## config.mk

```make
export PLATFORM = sky130hd
export DESIGN_NAME = h264_rtp_keyframe_detect_unit
export DESIGN_NICKNAME = d
export VERILOG_FILES = /design/src/hdl/h264kf_pkg.sv /design/src/hdl/h264kf_parser.sv /design/src/hdl/h264_rtp_keyframe_detect_unit.sv
export SDC_FILE = /design/constraint.sdc
export NUM_CORES = 1
export LEC_CHECK = 0
export ABC_CLOCK_PERIOD_IN_PS = 3900
export BUFFER_PORTS_ARGS = -buffer_cell sky130_fd_sc_hd__buf_2
export CAP_MARGIN = 10
export CORE_UTILIZATION = 55
export CTS_BUF_LIST = sky130_fd_sc_hd__clkbuf_8
export CTS_CLUSTER_DIAMETER = 80
export DETAILED_ROUTE_END_ITERATION = 16
export GPL_TIMING_DRIVEN = 1
export PLACE_DENSITY = 0.72
export SLEW_MARGIN = 20
export SYNTH_ARGS = -nofsm -noshare
export SYNTH_HDL_FRONTEND = slang
export SYNTH_SLANG_ARGS = --single-unit
```

## constraint.sdc

```tcl
create_clock -name i_clk -period 3.9 [get_ports i_clk]
set_clock_uncertainty 0.05 [all_clocks]
set_input_delay 0.975 -clock i_clk [delete_from_list [all_inputs] [get_ports i_clk]]
set_output_delay 0.975 -clock i_clk [all_outputs]
set_load 0.03 [all_outputs]
```

## src/hdl/h264kf_pkg.sv

```systemverilog
// Shared types and constants for the H.264 RTP key-frame detector.
package h264kf_pkg;

    localparam int unsigned BYTE_W    = 8;
    localparam int unsigned NAL_W     = 5;
    localparam int unsigned SKIP_W    = 16;
    localparam int unsigned OUT_TDATA = 8;

    localparam logic [NAL_W-1:0] NAL_IDR   = 5'd5;
    localparam logic [NAL_W-1:0] NAL_STAPA = 5'd24;
    localparam logic [NAL_W-1:0] NAL_FUA   = 5'd28;

    // Bit 7 of the FU header marks the first fragment.
    localparam int unsigned FU_START_BIT = 7;

    typedef enum logic [6:0] {
        PH_FIRST  = 7'b000_0001,
        PH_LEN_HI = 7'b000_0010,
        PH_LEN_LO = 7'b000_0100,
        PH_HDR    = 7'b000_1000,
        PH_SKIP   = 7'b001_0000,
        PH_FUA2   = 7'b010_0000,
        PH_IGNORE = 7'b100_0000
    } t_phase;

    typedef struct packed {
        logic             is_key_frame;
        logic [NAL_W-1:0] first_nal_type;
    } t_result;

endpackage

```

## src/hdl/h264kf_parser.sv

```systemverilog
// Payload parser: per-byte phase tracking and key-frame verdict.
module h264kf_parser
    import h264kf_pkg::*;
(
    input  logic              i_clk,
    input  logic              i_rst_n,
    input  logic              i_step,
    input  logic [BYTE_W-1:0] i_byte,
    input  logic              i_last,
    output t_result           o_result
);

    t_phase             r_phase,       n_phase;
    logic [SKIP_W-1:0]  r_skip,        n_skip;
    logic [BYTE_W-1:0]  r_len_hi,      n_len_hi;
    logic [NAL_W-1:0]   r_outer_type,  n_outer_type;
    logic               r_found_idr,   n_found_idr;
    logic [NAL_W-1:0]   w_type;
    logic [SKIP_W-1:0]  w_skip_dec;

    assign w_type     = i_byte[NAL_W-1:0];
    assign w_skip_dec = r_skip - SKIP_W'(1);

    always_comb begin
        n_phase      = r_phase;
        n_skip       = r_skip;
        n_len_hi     = r_len_hi;
        n_outer_type = r_outer_type;
        n_found_idr  = r_found_idr;
        case (r_phase)
            PH_FIRST: begin
                n_outer_type = w_type;
                n_found_idr  = (w_type == NAL_IDR);
                if (w_type == NAL_STAPA) begin
                    n_phase = PH_LEN_HI;
                end else if (w_type == NAL_FUA) begin
                    n_phase = PH_FUA2;
                end else begin
                    n_phase = PH_IGNORE;
                end
            end
            PH_LEN_HI: begin
                n_len_hi = i_byte;
                n_phase  = PH_LEN_LO;
            end
            PH_LEN_LO: begin
                n_skip  = {r_len_hi, i_byte};
                n_phase = PH_HDR;
            end
            PH_HDR: begin
                if (w_type == NAL_IDR) begin
                    n_found_idr = 1'b1;
                end
                // Zero size: the header byte doubles as the next length high byte.
                if (r_skip == '0) begin
                    n_len_hi = i_byte;
                    n_phase  = PH_LEN_LO;
                end else if (r_skip == SKIP_W'(1)) begin
                    n_skip  = '0;
                    n_phase = PH_LEN_HI;
                end else begin
                    n_skip  = w_skip_dec;
                    n_phase = PH_SKIP;
                end
            end
            PH_SKIP: begin
                n_skip = w_skip_dec;
                if (w_skip_dec == '0) begin
                    n_phase = PH_LEN_HI;
                end
            end
            PH_FUA2: begin
                if (i_byte[FU_START_BIT] && (w_type == NAL_IDR)) begin
                    n_found_idr = 1'b1;
                end
                n_phase = PH_IGNORE;
            end
            PH_IGNORE: begin
                n_phase = PH_IGNORE;
            end
            default: begin
                n_phase = PH_FIRST;
            end
        endcase
    end

    assign o_result.is_key_frame   = n_found_idr;
    assign o_result.first_nal_type = n_outer_type;

    always_ff @(posedge i_clk) begin
        if (!i_rst_n) begin
            r_phase      <= PH_FIRST;
            r_skip       <= '0;
            r_len_hi     <= '0;
            r_outer_type <= '0;
            r_found_idr  <= 1'b0;
        end else if (i_step) begin
            if (i_last) begin
                // End of payload: start over at the next first byte.
                r_phase      <= PH_FIRST;
                r_skip       <= '0;
                r_len_hi     <= '0;
                r_outer_type <= '0;
                r_found_idr  <= 1'b0;
            end else begin
                r_phase      <= n_phase;
                r_skip       <= n_skip;
                r_len_hi     <= n_len_hi;
                r_outer_type <= n_outer_type;
                r_found_idr  <= n_found_idr;
            end
        end
    end

endmodule

```

## src/hdl/h264_rtp_keyframe_detect_unit.sv

```systemverilog
// Top level: input beat register, payload parser and result register.
//
//  channel   dir  handshake        payload
//  s_axis    in   tvalid/tready    tdata[7:0] data_byte, tlast last_byte
//  m_axis    out  tvalid/tready    tdata[0] is_key_frame, [5:1] first_nal_type
//
// One payload byte per cycle unless a held result stalls the input; the parser steps once per byte.
// A result passes the input register, then the result register, after its last
// byte is taken; one result per payload.
// Reset (i_rst_n low, synchronous) clears the valid flags of both registers and the parser.
// A held result stalls the next last byte in the input register, and with it
// the input; bytes ahead of that last byte keep flowing.
module h264_rtp_keyframe_detect_unit
    import h264kf_pkg::*;
(
    input  logic                 i_clk,
    input  logic                 i_rst_n,
    input  logic                 i_s_axis_tvalid,
    output logic                 o_s_axis_tready,
    input  logic [BYTE_W-1:0]    i_s_axis_tdata,   // [7:0] data_byte
    input  logic                 i_s_axis_tlast,
    output logic                 o_m_axis_tvalid,
    input  logic                 i_m_axis_tready,
    output logic [OUT_TDATA-1:0] o_m_axis_tdata    // [0] is_key_frame, [5:1] first_nal_type
);

    logic              r_in_valid;
    logic [BYTE_W-1:0] r_in_byte;
    logic              r_in_last;
    logic              r_out_valid;
    t_result           r_out;
    logic              w_out_free;
    logic              w_step;
    t_result           w_result;

    assign w_out_free      = !r_out_valid || i_m_axis_tready;
    // Consume the held beat unless it needs the result slot and that slot is full.
    assign w_step          = r_in_valid && (!r_in_last || w_out_free);
    assign o_s_axis_tready = !r_in_valid || w_step;

    h264kf_parser u_parser (
        .i_clk    (i_clk),
        .i_rst_n  (i_rst_n),
        .i_step   (w_step),
        .i_byte   (r_in_byte),
        .i_last   (r_in_last),
        .o_result (w_result)
    );

    always_ff @(posedge i_clk) begin
        if (!i_rst_n) begin
            r_in_valid <= 1'b0;
        end else if (o_s_axis_tready) begin
            r_in_valid <= i_s_axis_tvalid;
        end
    end

    always_ff @(posedge i_clk) begin
        if (o_s_axis_tready && i_s_axis_tvalid) begin
            r_in_byte <= i_s_axis_tdata;
            r_in_last <= i_s_axis_tlast;
        end
    end

    always_ff @(posedge i_clk) begin
        if (!i_rst_n) begin
            r_out_valid <= 1'b0;
        end else if (w_out_free) begin
            r_out_valid <= w_step && r_in_last;
        end
    end

    always_ff @(posedge i_clk) begin
        if (w_out_free && w_step && r_in_last) begin
            r_out <= w_result;
        end
    end

    assign o_m_axis_tvalid = r_out_valid;
    assign o_m_axis_tdata  = {{(OUT_TDATA - NAL_W - 1){1'b0}},
                              r_out.first_nal_type, r_out.is_key_frame};

endmodule

```

==> impl_metrics.tcl <==
set metrics [dict create \
    status "completed" \
    endpoint_kind "flop" \
    cts_buffers 5 \
    antenna_cells 0 \
    die_h_um 76.5 \
    synth-edff-count 15 \
    ctsHoldBuffers 0 \
    worstRegToRegCells 6 \
    layout_min_cycle_time_ns 2.85 \
    irDropWorstVdd_uv 228 \
    chipWidth_um 76.5 \
    dr.pass1.iters 5 \
    dieArea_mm2 0.00586 \
    critical_path_required_ns 4.09 \
    synth_top_cell_by_area "dfxtp_1" \
    r2r_slack_ns 1.05 \
    fmax_ghz 0.351 \
    p_comb_share_pct 7.0 \
    antenna_found_initial 0 \
    cp_slowest_cell "or3_1" \
    post_cts_buffers 0 \
    final-hold-violation-count 0 \
    post_cts_resized 0 \
    root_buffer "clkbuf_8" \
    clkSinkCount 54 \
    finalMaxSlewViolations 0 \
    tns_ns 0 \
    vias 2546 \
    initialDrtViolationCount 178 \
    rsz0062_at_grt "no" \
    whs_path_depth 2 \
    fillers 475 \
    ios 23 \
    r2r_start "u_parser.r_phase[5]$_SDFFE_PN0P_" \
    yosysSeqAreaShare_pct 40.3 \
    ys_ff_latch 54 \
    worst-path-max-fanout 17 \
    dpl.hpwl_mm 4.97 \
    yosys_warnings 0 \
    p_int_mw 0.750 \
    synth_area_mm2 0.00306 \
    avgSynthCellArea_um2 9.37 \
    startpoint "u_parser.r_phase[5]$_SDFFE_PN0P_" \
    path_clk_slew_ns 0.11 \
    area_growth_pct 5.73 \
    drive_above_1_share_pct 18.9 \
    ff_latch_area_mm2 0.00123 \
    start_kind "flop" \
    wl_per_cell_um 17.3 \
    swShare_pct 26.6 \
    synth.top_cells.by_count "dfxtp_1 (39), nand2_1 (38), nor3_1 (16), edfxtp_1 (15)" \
    worstPathArrival_ns 3.04 \
    route.detailed.drc 0 \
    drt_wl_total_mm 7.01 \
    nNetsFinal 350 \
    ant_nets 0 \
    htree_num_levels 2 \
    p_seq_share_pct 59.1 \
    rr_endpoint "u_parser.r_skip[2]$_SDFFE_PN0P_" \
    yosysTopAreaCellShare_pct 25.6 \
    grt_overflow_total 0 \
    p_switching_mw 0.271 \
    crit_chain "nor3_1 > nand3_2 > o21a_1 > or3_1 > nand2b_4 > o221ai_2" \
    grt_pass1_vias 2286 \
    worst-setup-path-type "reg -> reg" \
    synthArstFlopShare_pct 0 \
    finalPower_mw 1.02 \
    viasPerCell 6.30 \
    p_leak_nw 1.22 \
    clkLatencyLatePin_ns 0.32 \
    worstHoldStart "u_parser.r_skip[14]$_SDFFE_PN0P_" \
    core_region_area_mm2 0.00524 \
    max_slew_margin_pct 39.3 \
    hp-class "reg -> reg" \
    setup_violations 0 \
    grt_max_degree 26 \
    whs_endpoint "u_parser.r_skip[14]$_SDFFE_PN0P_" \
    yosys-top-cells-area "dfxtp_1 (26%), edfxtp_1 (15%), nand2_1 (4.7%)" \
    powerDensity_mw_per_mm2 316 \
    finalCritPeriodShare_pct 73.0 \
    globalplace.congestion 0.884 \
    initial_core_util_pct 58.3 \
    ys_types 70 \
    grt_pass1_wl_mm 11.4 \
    cts.path.max_buffers 2 \
    maxCapViolCount 0 \
    numPortBuffers 20 \
    rows 26 \
    clkPwrFrac_pct 33.8 \
    synth_ff_type "dfxtp_1" \
    synth_most_common_cell "dfxtp_1" \
    cts_tree "done" \
    slowest_delay_ns 0.65 \
    grt_util_all_layers_pct 24.7 \
    syn_inst 326 \
    tightest_slew_ns 0.906 \
    multi_input_area_mm2 0.00167 \
]
==> sequential cells by signal, indices dropped and copies added (netlist names) <==
| name | count |
|---|---|
| u_parser.r_found_idr | 1 |
| u_parser.r_skip | 16 |
| o_m_axis_tvalid | 1 |
| o_m_axis_tdata | 6 |
| u_parser.r_len_hi | 8 |
| r_in_byte | 8 |
| u_parser.r_outer_type | 5 |
| u_parser.r_phase | 7 |
| r_in_last | 1 |
| r_in_valid | 1 |
==> power groups by stage <==
stage | logic (mW) | clock network (mW) | registers (mW)
global placement | 0.0708 | 0 | 0.616
finish | 0.0719 | 0.345 | 0.604
CTS | 0.0716 | 0.350 | 0.603
detailed placement | 0.0712 | 0 | 0.616
floorplan | 0.0524 | 0 | 0.613
global route | 0.0783 | 0.367 | 0.605
==> through the flow <==
step | instances | util [%] | hold slack (ns) | setup WS (ns) | area (µm²)
floorplan | 327 | - | 0.400 | 1.38 | 3060
global placement | 396 | 59.8 | 0.433 | 1.09 | 3130
detailed placement | 396 | 59.8 | 0.426 | 1.05 | 3130
CTS | 404 | 61.7 | 0.443 | 1.08 | 3230
global route | 404 | 61.7 | 0.490 | 0.837 | 3230
finish | 404 | 61.7 | 0.443 | 1.05 | 3230
==> metal layers <==
layer  GRT usage, %  wire (µm)  up-vias
li1               -          -     1251
met1           34.1       3390     1201
met2           37.7       3190       83
met3           4.43        298       11
met4           10.2        129        0
met5              0          0        -
==> worst max-delay path, delay by kind of cell, from the launching register on <==
kind	cells	cell delay, ns
flip-flops	1	0.41
AND/OR/NAND/NOR	4	1.90
AO/OA/AOI/OAI	2	0.40
==> how the worst max path moves through the flow <==
stage	endpoint	slack (ns)	cells past startpoint
2_1_floorplan	o_s_axis_tready	1.38	2
3_3_place_gp	u_parser.r_skip[2]$_SDFFE_PN0P_	1.09	5
3_5_place_dp	u_parser.r_skip[2]$_SDFFE_PN0P_	1.05	5
4_1_cts	u_parser.r_skip[2]$_SDFFE_PN0P_	1.08	6
5_1_grt	u_parser.r_skip[2]$_SDFFE_PN0P_	0.84	6
6_report	u_parser.r_skip[2]$_SDFFE_PN0P_	1.05	6
==> logic make-up (layout without fill, tap and decap cells) <==
group | count (synthesis) | count (layout) | synth area share, %
buffers and inverters | 31 | 38 | 5.08
other | 1 | 2 | 0.123
DFF | 54 | 54 | 40.3
adders and majority gates | 4 | 4 | 1.64
AOI/OAI and AO/OA | 100 | 100 | 26.0
xor gates and xnor gates | 4 | 4 | 1.15
and+or+nand+nor | 126 | 126 | 23.6
muxes | 6 | 6 | 2.17
==> cells in the final DEF (no fill, tap or decap), types with 4 or more instances in the layout <==
| master | count |
|---|---|
| dfxtp_1 | 39 |
| o21ai_0 | 8 |
| nor3_1 | 16 |
| nor2_1 | 14 |
| nor4_1 | 4 |
| a22oi_1 | 13 |
| o21a_1 | 5 |
| buf_2 | 20 |
| o21ai_2 | 5 |
| o21ai_1 | 10 |
| mux2_2 | 5 |
| clkbuf_8 | 5 |
| a32o_2 | 8 |
| a21oi_1 | 14 |
| a221oi_1 | 5 |
| nand4_1 | 4 |
| inv_1 | 9 |
| nand2_1 | 38 |
| nand3_1 | 6 |
| nor2b_1 | 14 |
| or3_1 | 4 |
| edfxtp_1 | 15 |
| ha_1 | 4 |
==> cell type report <==
class,count,area share (%)
Inverter,9,1.05
Sequential cell,54,38.1
Tap cell,70,2.71
Timing Repair Buffer,21,3.33
Clock inverter,3,0.891
Multi-Input combinational cell,242,51.8
Clock buffer,5,2.13
Note: power is estimated with default switching activity, not from simulation.
